`config.mk`:
```
export PLATFORM = sky130hd
export DESIGN_NAME = sesm_ram
export DESIGN_NICKNAME = d
export VERILOG_FILES = /design/src/design/sesm_ram.sv
export SDC_FILE = /design/constraint.sdc
export NUM_CORES = 1
export LEC_CHECK = 0
export CAP_MARGIN = 20
export CORE_UTILIZATION = 30
export DETAILED_ROUTE_END_ITERATION = 12
export DONT_BUFFER_PORTS = 1
export GPL_TIMING_DRIVEN = 0
export SYNTH_ARGS = -nofsm -noshare
export SYNTH_HDL_FRONTEND = slang
export SYNTH_SLANG_ARGS = --single-unit
```
`constraint.sdc`:
```
create_clock -name clk -period 3 [get_ports clk]
set_input_delay 0.45 -clock clk [delete_from_list [all_inputs] [get_ports clk]]
set_output_delay 0.45 -clock clk [all_outputs]
set_load 0.05 [all_outputs]
```
`src/design/sesm_ram.sv`:
```
// ----------------------------------------------------------------------------
// sesm_ram: generic single-port-write, single-port-read memory
// one write and one registered read per cycle
// ----------------------------------------------------------------------------
module sesm_ram #(
  parameter int WIDTH = 8,
  parameter int DEPTH = 16
) (
  input  logic                     clk,
  input  logic                     wr_en,
  input  logic [$clog2(DEPTH)-1:0] wr_addr,
  input  logic [WIDTH-1:0]         wr_data,
  input  logic                     rd_en,
  input  logic [$clog2(DEPTH)-1:0] rd_addr,
  output logic [WIDTH-1:0]         rd_data
);

  logic [WIDTH-1:0] mem [DEPTH];

  always_ff @(posedge clk) begin
    if (wr_en) begin
      mem[wr_addr] <= wr_data;
    end
    if (rd_en) begin
      rd_data <= mem[rd_addr];
    end
  end

endmodule

```
==> results.json <==
{
  "vias_per_cell": 4.78,
  "worstSetupPathType": "input pin to flop",
  "vias": 2314,
  "cts_root_buffer": "clkbuf_16",
  "period_share": 0.640,
  "min_path_cells": 0,
  "dr.pass1.iters": 4,
  "r2r_cells": 3,
  "dieArea_sq_um": 18000,
  "min_from": "wr_data[5]",
  "drv_cap": 0,
  "status": "finished, final reports clean",
  "stdcell_area_sq_um": 6040,
  "n_antenna_cell": 0,
  "numClockSinks": 136,
  "ant_nets": 0,
  "fmax_mhz": 520,
  "tightest_slew_ns": 0.960,
  "drt-total-wl_microns": 10100,
  "grt_overflow_total": 0,
  "regToRegSetupSlack_ns": 1.46,
  "rsz0062_at_grt": "no",
  "clk_latency_ns": 0.41,
  "antenna_found_initial": 0,
  "layout_common_cells": "136 x edfxtp_1, 18 x mux4_2, 17 x clkbuf_16",
  "areaGrowthSynthToFinish_pct": 15.6,
  "min_to": "mem[14][5]",
  "grt_pass1_vias": 2432,
  "startpoint_type": "input pin",
  "wl_per_cell_microns": 21.0,
  "htree_num_levels": 4,
  "die_w_microns": 134,
  "skew_ns": 0.00685,
  "nets": 271,
  "hold_violations": 0,
  "port_buffers": 0,
  "grt.total_usage": 0.122,
  "place_ws_ns": 0.577,
  "placementRows": 47,
  "coreArea_sq_um": 16800,
  "power.switching_mw": 0.871,
  "cts_resized": 0,
  "end_kind": "flop",
  "first_iter_violations": 206,
  "yosysWarningCount": 0,
  "cts_setup_buffers": 0,
  "synthCells": 229,
  "crit_fanout": 6,
  "pin_count": 27,
  "synthesis.nets": 248,
  "floorplan.initialDensity": 0.311,
  "cts_hold_buf": 0,
  "p_seq_frac": 0.529,
  "grt_pass1_wl_microns": 15300,
  "grt_max_degree": 17,
  "cts_buffers": 17,
  "cp.arrival_ns": 2.04,
  "period_needed_ns": 1.92,
  "clockPowerShare": 0.435,
  "hold_path_class": "input pin to flop",
  "clock_path_buffers": 2,
  "ys_types": 18,
  "dieHeight_microns": 134,
  "finalMaxSlewViolations": 0,
  "syn_area_sq_um": 5230,
  "setup_ws_ns": 1.08,
  "p_per_area_nw_per_um2": 684,
  "cts_tree": "yes",
  "drive_above_1_share": 0.227,
  "cp.required_ns": 3.12,
  "max_slew_margin": 0.355,
  "leakage_nw": 1.92,
  "ys_seq_area_frac": 0.781,
  "clkTransAtPathRegs_ns": 0.06,
  "dp_hpwl_microns": 6580,
  "place.gp.congestion": 0.683,
  "drc": 0,
  "dpl_cell_area_sq_um": 5530,
  "p_sw_frac": 0.211,
  "p_int_mw": 3.26,
  "ys_ff_latch": 136,
  "layout_commonest_cell": "edfxtp_1",
  "reg2reg_to": "rd_data[7]",
  "utilization": 0.359,
  "syn_avg_cell_area_sq_um": 22.8,
  "regToRegStartpoint": "mem[7][7]",
  "irDropWorstVdd_mv": 0.402,
  "setup_viol": 0,
  "tns_ns": 0,
  "p_comb_frac": 0.036
}
## state kept, by name (all words and copies together), names as in the netlist
name / flops
mem: 128
rd_data: 8
## worst max path at each step
stage	startpoint	to	slack, ns	depth (start not counted)
global placement	wr_addr[2]	mem[0][7]	0.60	2
global route	wr_addr[2]	mem[0][3]	0.94	3
floorplan	wr_addr[2]	mem[0][0]	1.06	2
detailed placement	wr_addr[2]	mem[0][3]	0.58	3
CTS	wr_addr[2]	mem[0][3]	1.00	3
finish	wr_addr[2]	mem[0][3]	1.08	3
## synthesized netlist by cell type
master	number	area, sq um
nand2_1	9	33.8
nand2b_1	2	12.5
buf_6	3	33.8
edfxtp_1	136	4080
nor2b_1	1	6.26
nand3b_1	2	15.0
a22oi_1	16	120
or3b_2	1	8.76
mux4_1	14	368
and2_1	1	6.26
clkdlybuf4s25_2	3	30.0
buf_4	1	7.51
nor3_1	4	20.0
buf_2	3	15.0
and2b_1	1	7.51
nand3_1	1	5.00
mux4_2	18	405
nor2_1	13	48.8
## cell type report
cell class / instances / area [sq um]
multi-input combinational: 83 / 1060
clock buffer: 20 / 437
fill: 1556 / 10800
tap: 220 / 275
buffer: 10 / 86.3
clock inverter: 11 / 78.8
timing repair buffer: 4 / 25.0
sequential: 136 / 4080
## critical path: stages
cell	delay [ns]
or3b_2	0.52
nor3_1	0.76
buf_2	0.30
## cells by family (layout without fill, tap and decap cells)
logic type             Yosys count  count (layout)  share of synthesized area
DFF                            136             136                      0.781
and+or+nand+nor                 35              35                     0.0314
AOI/OAI and AO/OA               16              16                     0.0230
buffers and inverters           10              45                     0.0165
muxes                           32              32                      0.148
## power by group through the flow
stage | combinational [mW] | sequential, mW | clock [mW]
after floorplan | 0.108 | 2.22 | 0
after global routing | 0.160 | 2.19 | 1.90
final | 0.149 | 2.19 | 1.80
after global placement | 0.148 | 2.22 | 0
after detailed placement | 0.150 | 2.23 | 0
after CTS | 0.151 | 2.19 | 1.82
## stage by stage
step / total power, mW / std cells / hold WS [ns]
2_1_floorplan: 2.33 / 229 / 0.549
5_1_grt: 4.25 / 484 / 0.118
6_report: 4.13 / 484 / 0.131
4_1_cts: 4.16 / 484 / 0.124
3_3_place_gp: 2.37 / 449 / 0.550
3_5_place_dp: 2.38 / 453 / 0.550
## routing by layer
layer	wire [microns]	vias up	GRT usage
met5	0	-	0
met3	969	9	0.0480
met1	4400	1198	0.159
met4	82	0	0.0379
li1	-	1028	-
met2	4690	79	0.187
Power figures use the tool's default switching activity.
